`config.mk`:
```
export PLATFORM = sky130hd
export DESIGN_NAME = wind_display_driver_flat
export DESIGN_NICKNAME = d
export VERILOG_FILES = /design/src/rtl/wdd_pkg.sv /design/src/rtl/wdd_in_if.sv /design/src/rtl/wdd_out_if.sv /design/src/rtl/wind_display_driver.sv /design/src/rtl/wdd_frame_calc.sv /design/src/rtl/wdd_timebase.sv /design/src/flat_wrapper.sv
export SDC_FILE = /design/constraint.sdc
export NUM_CORES = 1
export LEC_CHECK = 0
export ABC_AREA = 1
export BUFFER_PORTS_ARGS = -buffer_cell sky130_fd_sc_hd__buf_2
export CAP_MARGIN = 25
export CORE_UTILIZATION = 50
export DETAILED_ROUTE_END_ITERATION = 16
export GPL_ROUTABILITY_DRIVEN = 0
export GPL_TIMING_DRIVEN = 0
export HOLD_SLACK_MARGIN = 0.05
export PLACE_DENSITY_LB_ADDON = 0.15
export SLEW_MARGIN = 5
export SYNTH_ARGS = -nofsm -noshare
export SYNTH_HDL_FRONTEND = slang
export SYNTH_SLANG_ARGS = --single-unit
```
`constraint.sdc`:
```
create_clock -name i_clk -period 7.7 [get_ports i_clk]
set_clock_uncertainty 0.1 [all_clocks]
set_input_delay 1.54 -clock i_clk [delete_from_list [all_inputs] [get_ports i_clk]]
set_output_delay 1.54 -clock i_clk [all_outputs]
set_load 0.005 [all_outputs]
```
`src/rtl/wdd_pkg.sv`:
```
// wind display driver package: field widths, register indexes, reset values,
// reciprocal constants and the rose sector mask function
// no dependencies
package wdd_pkg;

    localparam int unsigned GROUP_W    = 17;
    localparam int unsigned CFG_IDX_W  = 4;
    localparam int unsigned CFG_DATA_W = 17;

    // register indexes
    localparam logic [CFG_IDX_W-1:0] REG_GROUP   = 4'd0;
    localparam logic [CFG_IDX_W-1:0] REG_TIMEOUT = 4'd1;
    localparam logic [CFG_IDX_W-1:0] REG_TICKS   = 4'd2;
    localparam logic [CFG_IDX_W-1:0] REG_TENTHS  = 4'd3;

    // register reset values
    localparam logic [GROUP_W-1:0] RST_GROUP   = 17'd130306;
    localparam logic [7:0]         RST_TIMEOUT = 8'd5;
    localparam logic [7:0]         RST_TICKS   = 8'd25;
    localparam logic [3:0]         RST_TENTHS  = 4'd10;

    // format bytes above this one carry a group extension
    localparam logic [7:0] PF_GROUP_MIN = 8'd239;

    // east plus south
    localparam logic [7:0] NODATA_PATTERN = 8'h14;

    // speed: level = floor(speed * 2550 / 24693); saturates from 2479 upwards
    localparam logic [11:0] SPEED_SAT   = 12'd2479;
    localparam logic [24:0] SPEED_RECIP = 25'd27720829;   // ceil(2^28 * 2550 / 24693)
    localparam int unsigned SPEED_SHIFT = 28;

    // angle: sector = floor((160 * angle + 314159) / 628318) mod 16
    localparam logic [23:0] ANGLE_OFFSET = 24'd314159;
    localparam logic [24:0] ANGLE_RECIP  = 25'd27998858;  // ceil(2^44 / 628318)
    localparam int unsigned ANGLE_SHIFT  = 44;

    typedef struct packed {
        logic [GROUP_W-1:0] group_number;
        logic [7:0]         timeout_seconds;
        logic [7:0]         ticks_per_tenth;
        logic [3:0]         tenths_per_second;
    } t_cfg;

    typedef struct packed {
        logic        cmd;
        logic        data_page;
        logic [7:0]  pdu_format;
        logic [7:0]  pdu_specific;
        logic [15:0] wind_speed;
        logic [15:0] wind_angle;
    } t_in_item;

    typedef struct packed {
        logic       hit;
        logic [7:0] level;
        logic [7:0] mask;
    } t_frame_res;

    typedef struct packed {
        logic step;
        logic tick;
        logic frame_hit;
    } t_tb_ctl;

    // even sector lights one led, odd sector lights the two neighbours
    function automatic logic [7:0] sector_mask(input logic [3:0] sector);
        logic [2:0] lo;
        logic [2:0] hi;
        logic [7:0] m;
        lo = sector[3:1];
        hi = lo + 3'd1;
        m  = 8'd1 << lo;
        if (sector[0]) begin
            m = m | (8'd1 << hi);
        end
        return m;
    endfunction

endpackage

```
`src/rtl/wdd_in_if.sv`:
```
// input channel of the wind display driver: frames and timer ticks
// depends on nothing
interface wdd_in_if;
    logic        valid;
    logic        ready;
    logic        cmd;
    logic        data_page;
    logic [7:0]  pdu_format;
    logic [7:0]  pdu_specific;
    logic [15:0] wind_speed;
    logic [15:0] wind_angle;

    modport source (
        output valid, cmd, data_page, pdu_format, pdu_specific, wind_speed, wind_angle,
        input  ready
    );
    modport sink (
        input  valid, cmd, data_page, pdu_format, pdu_specific, wind_speed, wind_angle,
        output ready
    );
endinterface

```
`src/rtl/wdd_out_if.sv`:
```
// output channel of the wind display driver: led and dac state per transaction
// depends on nothing
interface wdd_out_if;
    logic       valid;
    logic       ready;
    logic [7:0] led_on;
    logic       led_update;
    logic [7:0] dac_level;
    logic       dac_update;

    modport source (
        output valid, led_on, led_update, dac_level, dac_update,
        input  ready
    );
    modport sink (
        input  valid, led_on, led_update, dac_level, dac_update,
        output ready
    );
endinterface

```
`src/rtl/wind_display_driver.sv`:
```
// wind display driver top level: input register, frame and tick processing,
// result register; depends on wdd_pkg, wdd_in_if and wdd_out_if
// an accepted input transaction passes the input register, then the result register;
// throughput one transaction per cycle, ready passed back from the output
// synchronous active-low reset restores the register defaults, reloads the
// dividers and timeout, darkens all leds and sets the dac level to zero
module wind_display_driver (
    input  logic                             i_clk,
    input  logic                             i_rst_n,
    input  logic                             i_cfg_we,
    input  logic [wdd_pkg::CFG_IDX_W-1:0]    i_cfg_idx,
    input  logic [wdd_pkg::CFG_DATA_W-1:0]   i_cfg_data,
    wdd_in_if.sink                           i_in,
    wdd_out_if.source                        o_out
);
    import wdd_pkg::*;

    t_cfg       r_cfg;
    t_in_item   r_in;
    logic       r_in_vld;
    logic       r_out_vld;
    logic       r_out_upd;
    logic [7:0] r_led, n_led;
    logic [7:0] r_dac, n_dac;
    logic       n_upd;
    logic       advance;
    logic       in_take;
    logic       nodata;
    t_frame_res frame_res;
    t_tb_ctl    tb_ctl;

    // configuration registers
    always_ff @(posedge i_clk) begin
        if (!i_rst_n) begin
            r_cfg.group_number      <= RST_GROUP;
            r_cfg.timeout_seconds   <= RST_TIMEOUT;
            r_cfg.ticks_per_tenth   <= RST_TICKS;
            r_cfg.tenths_per_second <= RST_TENTHS;
        end else if (i_cfg_we) begin
            unique case (i_cfg_idx)
                REG_GROUP:   r_cfg.group_number      <= i_cfg_data[GROUP_W-1:0];
                REG_TIMEOUT: r_cfg.timeout_seconds   <= i_cfg_data[7:0];
                REG_TICKS:   r_cfg.ticks_per_tenth   <= i_cfg_data[7:0];
                REG_TENTHS:  r_cfg.tenths_per_second <= i_cfg_data[3:0];
                default: ;
            endcase
        end
    end

    // pipeline handshake
    assign advance    = !r_out_vld || o_out.ready;
    assign i_in.ready = !r_in_vld || advance;
    assign in_take    = i_in.valid && i_in.ready;

    always_ff @(posedge i_clk) begin
        if (!i_rst_n) begin
            r_in_vld  <= 1'b0;
            r_out_vld <= 1'b0;
        end else begin
            if (in_take) begin
                r_in_vld <= 1'b1;
            end else if (advance) begin
                r_in_vld <= 1'b0;
            end
            if (advance) begin
                r_out_vld <= r_in_vld;
            end
        end
    end

    // input register
    always_ff @(posedge i_clk) begin
        if (in_take) begin
            r_in.cmd          <= i_in.cmd;
            r_in.data_page    <= i_in.data_page;
            r_in.pdu_format   <= i_in.pdu_format;
            r_in.pdu_specific <= i_in.pdu_specific;
            r_in.wind_speed   <= i_in.wind_speed;
            r_in.wind_angle   <= i_in.wind_angle;
        end
    end

    wdd_frame_calc u_frame_calc (
        .i_item         (r_in),
        .i_group_number (r_cfg.group_number),
        .o_res          (frame_res)
    );

    assign tb_ctl.step      = r_in_vld && advance;
    assign tb_ctl.tick      = r_in.cmd;
    assign tb_ctl.frame_hit = frame_res.hit;

    wdd_timebase u_timebase (
        .i_clk   (i_clk),
        .i_rst_n (i_rst_n),
        .i_cfg   (r_cfg),
        .i_ctl   (tb_ctl),
        .o_nodata(nodata)
    );

    // led and dac state, held between transactions
    always_comb begin
        n_led = r_led;
        n_dac = r_dac;
        n_upd = 1'b0;
        if (tb_ctl.step && frame_res.hit) begin
            n_led = frame_res.mask;
            n_dac = frame_res.level;
            n_upd = 1'b1;
        end else if (nodata) begin
            n_led = NODATA_PATTERN;
            n_dac = 8'd0;
            n_upd = 1'b1;
        end
    end

    always_ff @(posedge i_clk) begin
        if (!i_rst_n) begin
            r_led     <= 8'd0;
            r_dac     <= 8'd0;
            r_out_upd <= 1'b0;
        end else if (tb_ctl.step) begin
            r_led     <= n_led;
            r_dac     <= n_dac;
            r_out_upd <= n_upd;
        end
    end

    // result register drives the output channel
    assign o_out.valid      = r_out_vld;
    assign o_out.led_on     = r_led;
    assign o_out.led_update = r_out_upd;
    assign o_out.dac_level  = r_dac;
    assign o_out.dac_update = r_out_upd;

endmodule

```
`src/rtl/wdd_frame_calc.sv`:
```
// frame decode: group number match, speed to dac level, angle to led mask
// depends on wdd_pkg
module wdd_frame_calc (
    input  wdd_pkg::t_in_item            i_item,
    input  logic [wdd_pkg::GROUP_W-1:0]  i_group_number,
    output wdd_pkg::t_frame_res          o_res
);
    import wdd_pkg::*;

    logic [GROUP_W-1:0] group;
    logic [36:0]        speed_prod;
    logic [23:0]        angle_num;
    logic [48:0]        angle_prod;
    logic [3:0]         sector;

    // group number, extension only counts for group formats
    always_comb begin
        group = {i_item.data_page, i_item.pdu_format, 8'h00};
        if (i_item.pdu_format > PF_GROUP_MIN) begin
            group[7:0] = i_item.pdu_specific;
        end
    end

    // speed level by reciprocal multiply, saturated
    assign speed_prod = {25'd0, i_item.wind_speed[11:0]} * {12'd0, SPEED_RECIP};

    // sector by reciprocal multiply of the halved numerator
    assign angle_num  = ({8'd0, i_item.wind_angle} << 7) + ({8'd0, i_item.wind_angle} << 5)
                        + ANGLE_OFFSET;
    assign angle_prod = {25'd0, angle_num} * {24'd0, ANGLE_RECIP};
    assign sector     = angle_prod[ANGLE_SHIFT+3:ANGLE_SHIFT];

    always_comb begin
        o_res.hit  = (i_item.cmd == 1'b0) && (group == i_group_number);
        o_res.mask = sector_mask(sector);
        if (i_item.wind_speed >= {4'd0, SPEED_SAT}) begin
            o_res.level = 8'hff;
        end else begin
            o_res.level = speed_prod[SPEED_SHIFT+7:SPEED_SHIFT];
        end
    end

endmodule

```
`src/rtl/wdd_timebase.sv`:
```
// tick dividers and frame timeout; flags the no-data second
// depends on wdd_pkg
module wdd_timebase (
    input  logic             i_clk,
    input  logic             i_rst_n,
    input  wdd_pkg::t_cfg    i_cfg,
    input  wdd_pkg::t_tb_ctl i_ctl,
    output logic             o_nodata
);
    import wdd_pkg::*;

    logic [7:0] r_tick_div, n_tick_div;
    logic [3:0] r_tenth_div, n_tenth_div;
    logic [7:0] r_timeout, n_timeout;

    // divider chain and timeout countdown
    always_comb begin
        n_tick_div  = r_tick_div;
        n_tenth_div = r_tenth_div;
        n_timeout   = r_timeout;
        o_nodata    = 1'b0;
        if (i_ctl.step && i_ctl.tick) begin
            if (r_tick_div <= 8'd1) begin
                n_tick_div = i_cfg.ticks_per_tenth;
                if (r_tenth_div <= 4'd1) begin
                    n_tenth_div = i_cfg.tenths_per_second;
                    if (r_timeout == 8'd0) begin
                        o_nodata = 1'b1;
                    end else begin
                        n_timeout = r_timeout - 8'd1;
                    end
                end else begin
                    n_tenth_div = r_tenth_div - 4'd1;
                end
            end else begin
                n_tick_div = r_tick_div - 8'd1;
            end
        end else if (i_ctl.step && i_ctl.frame_hit) begin
            n_timeout = i_cfg.timeout_seconds;
        end
    end

    always_ff @(posedge i_clk) begin
        if (!i_rst_n) begin
            r_tick_div  <= RST_TICKS;
            r_tenth_div <= RST_TENTHS;
            r_timeout   <= RST_TIMEOUT;
        end else begin
            r_tick_div  <= n_tick_div;
            r_tenth_div <= n_tenth_div;
            r_timeout   <= n_timeout;
        end
    end

endmodule

```
`src/flat_wrapper.sv`:
```
// flat-port wrapper written by rule: the top's interface ports become plain ports
module wind_display_driver_flat import wdd_pkg::*;
  (i_clk, i_rst_n, i_cfg_we, i_cfg_idx, i_cfg_data, i_in_valid, i_in_cmd, i_in_data_page, i_in_pdu_format, i_in_pdu_specific, i_in_wind_speed, i_in_wind_angle, i_in_ready, o_out_valid, o_out_led_on, o_out_led_update, o_out_dac_level, o_out_dac_update, o_out_ready);
  wdd_in_if i_in_i ();
  wdd_out_if o_out_i ();
  input  logic i_clk;
  input  logic i_rst_n;
  input  logic i_cfg_we;
  input  logic [wdd_pkg::CFG_IDX_W-1:0] i_cfg_idx;
  input  logic [wdd_pkg::CFG_DATA_W-1:0] i_cfg_data;
  input wire logic [$bits(i_in_i.valid)-1:0] i_in_valid;
  input wire logic [$bits(i_in_i.cmd)-1:0] i_in_cmd;
  input wire logic [$bits(i_in_i.data_page)-1:0] i_in_data_page;
  input wire logic [$bits(i_in_i.pdu_format)-1:0] i_in_pdu_format;
  input wire logic [$bits(i_in_i.pdu_specific)-1:0] i_in_pdu_specific;
  input wire logic [$bits(i_in_i.wind_speed)-1:0] i_in_wind_speed;
  input wire logic [$bits(i_in_i.wind_angle)-1:0] i_in_wind_angle;
  output wire logic [$bits(i_in_i.ready)-1:0] i_in_ready;
  output wire logic [$bits(o_out_i.valid)-1:0] o_out_valid;
  output wire logic [$bits(o_out_i.led_on)-1:0] o_out_led_on;
  output wire logic [$bits(o_out_i.led_update)-1:0] o_out_led_update;
  output wire logic [$bits(o_out_i.dac_level)-1:0] o_out_dac_level;
  output wire logic [$bits(o_out_i.dac_update)-1:0] o_out_dac_update;
  input wire logic [$bits(o_out_i.ready)-1:0] o_out_ready;
  assign i_in_i.valid = i_in_valid;
  assign i_in_i.cmd = i_in_cmd;
  assign i_in_i.data_page = i_in_data_page;
  assign i_in_i.pdu_format = i_in_pdu_format;
  assign i_in_i.pdu_specific = i_in_pdu_specific;
  assign i_in_i.wind_speed = i_in_wind_speed;
  assign i_in_i.wind_angle = i_in_wind_angle;
  assign i_in_ready = i_in_i.ready;
  assign o_out_valid = o_out_i.valid;
  assign o_out_led_on = o_out_i.led_on;
  assign o_out_led_update = o_out_i.led_update;
  assign o_out_dac_level = o_out_i.dac_level;
  assign o_out_dac_update = o_out_i.dac_update;
  assign o_out_i.ready = o_out_ready;
  wind_display_driver u_core (.i_clk(i_clk), .i_rst_n(i_rst_n), .i_cfg_we(i_cfg_we), .i_cfg_idx(i_cfg_idx), .i_cfg_data(i_cfg_data), .i_in(i_in_i), .o_out(o_out_i));
endmodule
```
==> results of run 1 <==
flip-flops by register name (all words and copies together), names as in the netlist:
signal and count:
u_core.u_timebase.r_tick_div 8, u_core.o_out.dac_level 8, u_core.u_timebase.r_tenth_div 4, u_core.r_in 50, u_core.r_cfg 37, u_core.r_in_vld 1
u_core.u_timebase.r_timeout 8, u_core.o_out.dac_update 1, u_core.o_out.led_on 8, u_core.o_out.valid 1
per-layer routing:
layer,track usage [%],share of wire (%),vias up
met2,41.5,46,501
met3,5.34,7.1,79
met4,7.55,2.6,2
met1,36.1,45,7620
li1,-,-,7654
met5,0,0.034,-
cell families (layout without fill, tap and decap cells):
family	count (synthesis)	in the layout	synth area share (%)
simple gates	673	674	14.5
fa+ha+maj	626	626	49.8
compound gates	263	263	7.22
buf+inv	616	780	11.7
mux	1	1	0.0500
xor+xnor	38	38	1.66
flops	126	126	15.1
area by class of cell:
cell class / instances / share of cell area, %
Inverter: 596 / 9.70
Tap cell: 518 / 2.80
Buffer: 20 / 0.444
Clock inverter: 12 / 0.460
Timing Repair Buffer: 132 / 3.48
Sequential cell: 126 / 13.1
Clock buffer: 20 / 2.17
Multi-Input combinational cell: 1602 / 67.9
worst max-delay path: cells and delay by family (launching register included):
kind	cells	cell delay [ns]
xor+xnor	1	0.25
fa+ha+maj	10	3.94
flops	1	0.45
simple gates	21	1.83
compound gates	3	0.41
buf+inv	7	0.58
final timing paths:
path,startpoint,endpoint,cells after the start
worst max-delay path,u_core.r_in[1],u_core.o_out.led_on[7],42
worst min-delay path,u_core.r_cfg[9],u_core.r_cfg[9],2
worst max register to register,u_core.r_in[1],u_core.o_out.led_on[7],42
worst min register to register,u_core.r_cfg[9],u_core.r_cfg[9],2
metrics by stage:
stage | std cells | setup TNS (ns)
2_1_floorplan | 2343 | 0
3_3_place_gp | 2955 | -9.38
3_5_place_dp | 2956 | -10.26
4_1_cts | 3006 | -0.000365
5_1_grt | 3026 | -1.95
6_report | 3026 | 0
timing repair:
| item | in CTS | in global routing |
|---|---|---|
| resized for setup | 75 | 122 |
| buffers inserted | 18 | 19 |
| pin swaps | 16 | 73 |
| gates cloned | 0 | 1 |
| setup endpoints to repair | 8 | 8 |
layout by cell type (no fill, tap or decap), drive strengths merged, types with 20 or more instances in the layout:
cell type,n
inv,602
nand2,399
ha,341
fa,285
buf,138
a21oi,137
nor2,120
nand3,87
o21ai,77
dfxtp,76
edfxtp,50
clkbuf,34
nand4,28
xor2,21
nor3,20
==> results.sh, run 1 <==
export IMPL_start_util_pct=51.2
export IMPL_setup_violations=0
export IMPL_antenna_found_initial=1
export IMPL_yosysMostFrequentCell="inv_1"
export IMPL_status="complete, no violations"
export IMPL_synth_seq_cells=126
export IMPL_hold_slack_ns=0.363
export IMPL_die_x_um=202
export IMPL_diodes=0
export IMPL_grt_pass1_vias=16000
export IMPL_finalHoldViolCount=0
export IMPL_area_growth_pct=15.4
export IMPL_netlist_area_leader_share_pct=28.5
export IMPL_rsz0062_at_grt="yes"
export IMPL_drt_initial_drc_count=945
export IMPL_core_area_mm2=0.0391
export IMPL_n_fill_cell=3454
export IMPL_cap_violations=0
export IMPL_postSynthCellCount=2343
export IMPL_cts_sinks=126
export IMPL_first_pass_iters=6
export IMPL_synth_commonest_cells="inv_1, nand2_1, ha_1"
export IMPL_h_tree_depth=4
export IMPL_clk_latency_ns=0.42
export IMPL_placed_area_mm2=0.0212
export IMPL_overflow=0
export IMPL_path_clk_slew_ns=0.06
export IMPL_clockRootBuffer="clkbuf_16"
export IMPL_crit_path_end_kind="flip-flop"
export IMPL_slew_headroom_pct=41.9
export IMPL_fin_crit_ns=7.67
export IMPL_crit_type="reg2reg"
export IMPL_yosysWarnings=0
export IMPL_yosys_area_top_type="fa_1"
export IMPL_hp_class="reg2reg"
export IMPL_cp_max_fo=8
export IMPL_grt_start_max_net_pins=33
export IMPL_drc=0
export IMPL_wl_um=52800
export IMPL_avgRoutedWirePerCell_um=17.4
export IMPL_crit_top_cell="nand2_4"
export IMPL_fin_crit_sh_pct=99.6
export IMPL_cts_buffer_depth=2
export IMPL_stdcell_area_mm2=0.0231
export IMPL_cts_inserted_buffers=17
export IMPL_vias_per_cell=5.24
export IMPL_synth_ff_type="dfxtp_1"
export IMPL_crit_path_max_incr_delay_ns=0.54
export IMPL_vias=15900
export IMPL_ios=96
export IMPL_worstPathArrival_ns=7.91
export IMPL_die_area_mm2=0.0409
export IMPL_drive_above_1_share_pct=14.2
export IMPL_place_ws_ns=-1.30
export IMPL_synth_area_mm2=0.0200
export IMPL_setup_ws_ns=0.0321
export IMPL_fp_dieH_um=202
export IMPL_r2r_setup_slack_ns=0.03
export IMPL_final_core_util_pct=59.1
export IMPL_synthArstFlopShare_pct=0
export IMPL_tightest_slew_ns=0.869
export IMPL_seq_area_frac_synth_pct=15.1
export IMPL_cpMaxStageDelayCell="fa_1"
export IMPL_grt_use_total_pct=26.1
export IMPL_hpwl_um=44200
export IMPL_grt_pass1_wl_um=82600
export IMPL_seq_area_mm2=0.00302
export IMPL_rows=72
export IMPL_avgSynthCellArea_um2=8.55
export IMPL_ys_types=52
export IMPL_ctsHoldBuffers=0
export IMPL_drv_slew=0
export IMPL_cts_tree="yes"
export IMPL_numPortBuffers=94
export IMPL_critical_path_startpoint_type="flip-flop"
export IMPL_required_ns=7.94
export IMPL_multi_input_area_mm2=0.0157
export IMPL_synth_edf_count=50
export IMPL_fmax_mhz=130
export IMPL_nNetsFinal=3197
export IMPL_syn_num_nets=3045
export IMPL_ant_nets=0
export IMPL_synth_area_leaders="fa_1, ha_1, inv_1"
Power of run 1 is not shown: default switching activity piles up to over one toggle a cycle in this logic, so the estimate is an artifact.
==> run 2, diff against run 1 <==
Settings changed: BUFFER_PORTS_ARGS -buffer_cell sky130_fd_sc_hd__buf_2 to -buffer_cell sky130_fd_sc_hd__clkbuf_2.
==> run 2 against run 1 <==
Cell count up 0.20%. Die area did not move. Wire length decreased by 0.53%. Critical path depth is 2 lower. Utilization is 0.32 points higher. Critical endpoint is now u_core.o_out.led_on[3]. Via count down 0.47%. Register-to-register slack gained 0.09 ns. Flip-flop and latch count is the same. Clock-buffer cell count down 2. Non-clock buffer count rose by 6.
==> results.sh, run 2 (synthesis gave the netlist of run 1 again) <==
export IMPL_hp_class="reg2reg"
export IMPL_slew_headroom_pct=40.5
export IMPL_start_util_pct=51.2
export IMPL_cp_max_fo=4
export IMPL_r2r_setup_slack_ns=0.12
export IMPL_dp_cells=2956
export IMPL_mostFrequentLayoutCell="inv_1"
export IMPL_vias=15800
export IMPL_tightest_slew_ns=0.889
export IMPL_diodes=0
export IMPL_setup_violations=0
export IMPL_clockRootBuffer="clkbuf_16"
export IMPL_numPortBuffers=94
export IMPL_worstReg2RegEnd="u_core.o_out.led_on[3]"
export IMPL_stdcell_area_mm2=0.0232
export IMPL_top_register="u_core.r_in"
export IMPL_finalHoldViolCount=0
export IMPL_grt_pass1_vias=16100
export IMPL_cts_inserted_buffers=17
export IMPL_ios=96
export IMPL_first_pass_iters=4
export IMPL_critical_path_startpoint_type="flip-flop"
export IMPL_wl_um=52500
export IMPL_cts_buffer_depth=2
export IMPL_final_cell_mix="inv_1, nand2_1, ha_1, fa_1, a21oi_1"
export IMPL_cts_sinks=126
export IMPL_grt_start_max_net_pins=33
export IMPL_crit_path_max_incr_delay_ns=0.57
export IMPL_reg2reg_from="u_core.r_in[1]"
export IMPL_rows=72
export IMPL_tns_ns=0
export IMPL_required_ns=7.93
export IMPL_hold_slack_ns=0.360
export IMPL_cts_tree="yes"
export IMPL_avgRoutedWirePerCell_um=17.3
export IMPL_vias_per_cell=5.21
export IMPL_min_from="u_core.r_cfg[9]"
export IMPL_n_fill_cell=3489
export IMPL_largest_register_ffs=50
export IMPL_core_area_mm2=0.0391
export IMPL_path_clk_slew_ns=0.06
export IMPL_fp_dieH_um=202
export IMPL_drive_above_1_share_pct=15.2
export IMPL_overflow=0
export IMPL_clk_latency_ns=0.42
export IMPL_multi_input_area_mm2=0.0158
export IMPL_hold_path_end="u_core.r_cfg[9]"
export IMPL_cap_violations=0
export IMPL_reg_top3="u_core.r_in: 50 flops, u_core.r_cfg: 37 flops"
export IMPL_die_x_um=202
export IMPL_nNetsFinal=3203
export IMPL_seq_area_mm2=0.00302
export IMPL_ant_nets=0
export IMPL_fmax_mhz=132
export IMPL_drc=0
export IMPL_crit_path_end_kind="flip-flop"
export IMPL_fin_crit_sh_pct=98.4
export IMPL_drv_slew=0
export IMPL_antenna_found_initial=0
export IMPL_drt_initial_drc_count=970
export IMPL_h_tree_depth=4
export IMPL_holdPathStages=2
export IMPL_rsz0062_at_grt="yes"
export IMPL_worstPathArrival_ns=7.81
export IMPL_status="complete, no violations"
export IMPL_crit_type="reg2reg"
export IMPL_placed_area_mm2=0.0212
export IMPL_fin_crit_ns=7.58
export IMPL_cpMaxStageDelayCell="fa_1"
export IMPL_grt_use_total_pct=26.1
export IMPL_fin_cells=3032
export IMPL_die_area_mm2=0.0409
export IMPL_grt_pass1_wl_um=82900
export IMPL_reg2reg_depth=40
export IMPL_area_growth_pct=16.0
export IMPL_hpwl_um=44100
## run 2: cell types whose count changed in the layout (fill, tap and decap cells not counted), moves of 4 or more
cell,delta
inv_2,+7
fa_2,+4
nand2_1,-5
buf_6,+4
inv_1,-8
fa_1,-4
clkbuf_2,+94
buf_2,-94
ha_4,+5
nand2_2,+8
## run 2: metal layers
| metal | wire length [um] | vias to the layer above | GRT usage (%) |
|---|---|---|---|
| met5 | 0 | - | 0 |
| met4 | 827 | 0 | 5.29 |
| met3 | 3190 | 48 | 4.71 |
| met2 | 24600 | 413 | 42.6 |
| met1 | 23900 | 7656 | 36.3 |
| li1 | - | 7665 | - |
## run 2: worst max path at each step
stage                          startpoint                      to  slack, ns  cells after the start
after floorplan            u_core.r_in[0]  u_core.o_out.led_on[1]       0.35                     38
after global placement     u_core.r_in[0]  u_core.o_out.led_on[4]      -1.20                     36
after detailed placement   u_core.r_in[0]  u_core.o_out.led_on[4]      -1.26                     36
after CTS                  u_core.r_in[3]  u_core.o_out.led_on[4]      0.002                     39
after global routing      u_core.r_in[10]  u_core.o_out.led_on[1]      -0.23                     32
final                      u_core.r_in[1]  u_core.o_out.led_on[3]       0.12                     40
## run 2: through the flow
| stage | setup slack, ns | util [%] |
|---|---|---|
| floorplan | 0.347 | - |
| global placement | -1.20 | 54.1 |
| detailed placement | -1.26 | 54.1 |
| CTS | 0.00225 | 57.1 |
| global route | -0.226 | 59.4 |
| finish | 0.123 | 59.4 |
## run 2: what timing repair did
item,in CTS,in global routing
cloned,0,1
resized for setup,76,155
setup buffers,22,21
hold endpoints to repair,0,0
pin swaps,28,95
hold buffers,0,0
endpoints found under the setup margin,8,8
## run 2: critical path: cells and delay by family (launching register included)
family                   cells  cell delay (ns)
AND/OR/NAND/NOR             21             2.00
flip-flops                   1             0.46
XOR/XNOR                     1             0.24
buffers and inverters        6             0.47
AO/OA/AOI/OAI                2             0.22
adder cells (fa/ha/maj)     10             3.99
## run 2: cell type report
class / count / area share, %
multi-input combinational: 1602 / 68.0
sequential: 126 / 13.0
inverter: 596 / 9.66
timing repair buffer: 138 / 3.83
tap: 518 / 2.79
clock buffer: 18 / 1.85
clock inverter: 14 / 0.474
buffer: 20 / 0.442
Power of run 2 is left out for the same reason.
==> run 3, diff against run 2 <==
Settings changed: ABC_AREA 1 to default.
==> run 3 against run 2 <==
The run now ends with setup timing left. Via count fell by 19%. Sequential share of layout area rose by 1.3 points. Die area fell by 7.9%. First-iteration DRC count fell by 29%. Cell count fell by 20%. Setup slack got worse by 0.87 ns. Design area fell by 8.9%. Worst hold slack got worse by 0.0010 ns. Critical path type unchanged. Largest cell class unchanged.
==> results.sh, run 3 <==
export IMPL_status="finished, violations left"
export IMPL_violations="setup timing"
export IMPL_numPortBuffers=95
export IMPL_fp_dieH_um=194
export IMPL_worst_setup_path_startpoint="u_core.r_in[0]"
export IMPL_tightest_slew_ns=1.04
export IMPL_min_from="u_core.o_out.led_on[7]"
export IMPL_drc=0
export IMPL_synth_seq_cells=126
export IMPL_required_ns=7.90
export IMPL_n_fill_cell=3065
export IMPL_seq_area_frac_synth_pct=16.4
export IMPL_crit_type="reg2reg"
export IMPL_die_x_um=194
export IMPL_final_cell_mix="inv_1, ha_1, fa_1, nand2_1, clkbuf_2"
export IMPL_vias_per_cell=5.29
export IMPL_h_tree_depth=4
export IMPL_ios=96
export IMPL_r2r_setup_slack_ns=-0.75
export IMPL_synth_area_mm2=0.0184
export IMPL_rsz0062_at_grt="yes"
export IMPL_grt_use_total_pct=24.8
export IMPL_synth_ff_type="dfxtp_1"
export IMPL_ctsHoldBuffers=0
export IMPL_overflow=0
export IMPL_cpMaxStageDelayCell="fa_1"
export IMPL_synth_commonest_cells="inv_1, ha_1, fa_1"
export IMPL_finalHoldViolCount=0
export IMPL_clk_latency_ns=0.43
export IMPL_syn_num_nets=2500
export IMPL_grt_util_met2_pct=39.6
export IMPL_wl_um=43900
export IMPL_drv_slew=0
export IMPL_yosysMostFrequentCell="inv_1"
export IMPL_cts_sinks=126
export IMPL_ant_nets=0
export IMPL_cts_inserted_buffers=17
export IMPL_cts_tree="yes"
export IMPL_final_core_util_pct=59.0
export IMPL_critical_path_startpoint_type="flip-flop"
export IMPL_postSynthCellCount=1798
export IMPL_start_util_pct=51.3
export IMPL_drive_above_1_share_pct=14.5
export IMPL_synth_edf_count=50
export IMPL_grt_pass1_wl_um=72300
export IMPL_synthArstFlopShare_pct=0
export IMPL_crit_path_max_incr_delay_ns=0.52
export IMPL_yosys_area_top_type="fa_1"
export IMPL_core_area_mm2=0.0359
export IMPL_worstReg2RegEnd="u_core.o_out.led_on[2]"
export IMPL_grtUsageMet3_pct=4.70
export IMPL_slew_headroom_pct=30.1
export IMPL_fin_crit_sh_pct=110
export IMPL_vias=12800
export IMPL_cp_max_fo=5
export IMPL_largest_register_ffs=50
export IMPL_yosysWarnings=0
export IMPL_setup_violations=8
export IMPL_ys_types=79
export IMPL_avgSynthCellArea_um2=10.2
export IMPL_worstPathArrival_ns=8.65
export IMPL_holdPathStages=2
export IMPL_first_pass_iters=5
export IMPL_crit_top_cell="fa_1"
export IMPL_path_clk_slew_ns=0.07
export IMPL_clockRootBuffer="clkbuf_16"
export IMPL_grt_use_met1_pct=34.4
export IMPL_hp_class="reg2reg"
export IMPL_tns_ns=-5.54
export IMPL_fin_crit_ns=8.45
export IMPL_grt_start_max_net_pins=34
export IMPL_grt_busiest_layer="met2"
export IMPL_top_register="u_core.r_in"
export IMPL_reg_top3="u_core.r_in: 50 flops, u_core.r_cfg: 37 flops"
export IMPL_reg2reg_depth=33
export IMPL_crit_path_end_kind="flip-flop"
export IMPL_diodes=0
export IMPL_drt_initial_drc_count=684
export IMPL_hpwl_um=37100
export IMPL_cts_buffer_depth=2
export IMPL_reg2reg_from="u_core.r_in[0]"
export IMPL_cap_violations=0
export IMPL_fmax_mhz=118
export IMPL_antenna_found_initial=1
export IMPL_nNetsFinal=2651
export IMPL_mostFrequentLayoutCell="inv_1"
export IMPL_grt_pass1_vias=13800
export IMPL_hold_path_end="u_core.o_out.led_on[7]"
export IMPL_avgRoutedWirePerCell_um=18.1
export IMPL_place_ws_ns=-1.51
export IMPL_die_area_mm2=0.0376
export IMPL_rows=69
export IMPL_synth_area_leaders="fa_1, ha_1, inv_1"
export IMPL_setup_ws_ns=-0.750
export IMPL_area_growth_pct=14.9
export IMPL_netlist_area_leader_share_pct=31.0
==> run 3: cell count changes after synthesis, sizes merged, moves of 11 or more <==
cell	previous run	this run
nand2b	0	11
o21ai	77	32
inv	594	427
a21oi	137	52
a21boi	3	17
nand2	398	108
o21a	1	12
mux2i	1	24
nor2b	0	34
nand4	28	13
nor2	120	47
nand3	87	31
==> run 3: metal layers <==
metal  vias up  part of all wire (%)  wire (um)
met5         -                 0.032         14
met2       304                    46      20100
li1       6138                     -          -
met4         2                   2.4       1070
met1      6302                    46      20200
met3        67                   5.6       2470
==> run 3: through the flow <==
step | hold slack (ns) | std cells | area [um2]
after global placement | 0.339 | 2354 | 19700
after CTS | 0.361 | 2420 | 21100
after detailed placement | 0.348 | 2355 | 19700
final | 0.359 | 2423 | 21200
after floorplan | 0.335 | 1798 | 18700
after global routing | 0.384 | 2423 | 21200
==> run 3: cell families after synthesis <==
group,Yosys count,synth area share [%]
xor+xnor,47,2.27
compound gates,206,7.75
flops,126,16.4
mux,26,1.43
buf+inv,450,9.23
simple gates,317,8.81
fa+ha+maj,626,54.1
==> run 3: repair_timing <==
action | in CTS | in global routing
resized for setup | 77 | 9
setup buffers | 33 | 3
pin swaps | 82 | 25
hold endpoints to repair | 0 | 0
endpoints found under the setup margin | 8 | 8
==> run 3: worst max-delay path by stage <==
stage | to | slack [ns] | depth (start not counted)
after floorplan | u_core.o_out.led_on[6] | 0.004 | 34
after global placement | u_core.o_out.led_on[6] | -1.42 | 31
after detailed placement | u_core.o_out.led_on[6] | -1.51 | 33
after CTS | u_core.o_out.led_on[0] | -0.69 | 33
after global routing | u_core.o_out.led_on[6] | -1.04 | 33
final | u_core.o_out.led_on[2] | -0.75 | 33
==> run 3: layout make-up <==
| class | instances | area, um2 | share of cell area, % |
|---|---|---|---|
| buffer | 23 | 108 | 0.508 |
| multi-input combinational | 1222 | 14500 | 68.4 |
| clock buffer | 18 | 429 | 2.03 |
| clock inverter | 14 | 106 | 0.502 |
| inverter | 427 | 1620 | 7.63 |
| timing repair buffer | 132 | 836 | 3.95 |
| sequential | 126 | 3020 | 14.3 |
| tap | 461 | 577 | 2.72 |
==> run 3: worst max-delay path, delay by kind of cell (launching register included) <==
kind,cells,cell delay (ns)
xor+xnor,1,0.27
simple gates,8,1.38
flops,1,0.50
compound gates,8,1.70
fa+ha+maj,10,3.85
buf+inv,6,0.49
Power of run 3 is left out for the same reason.
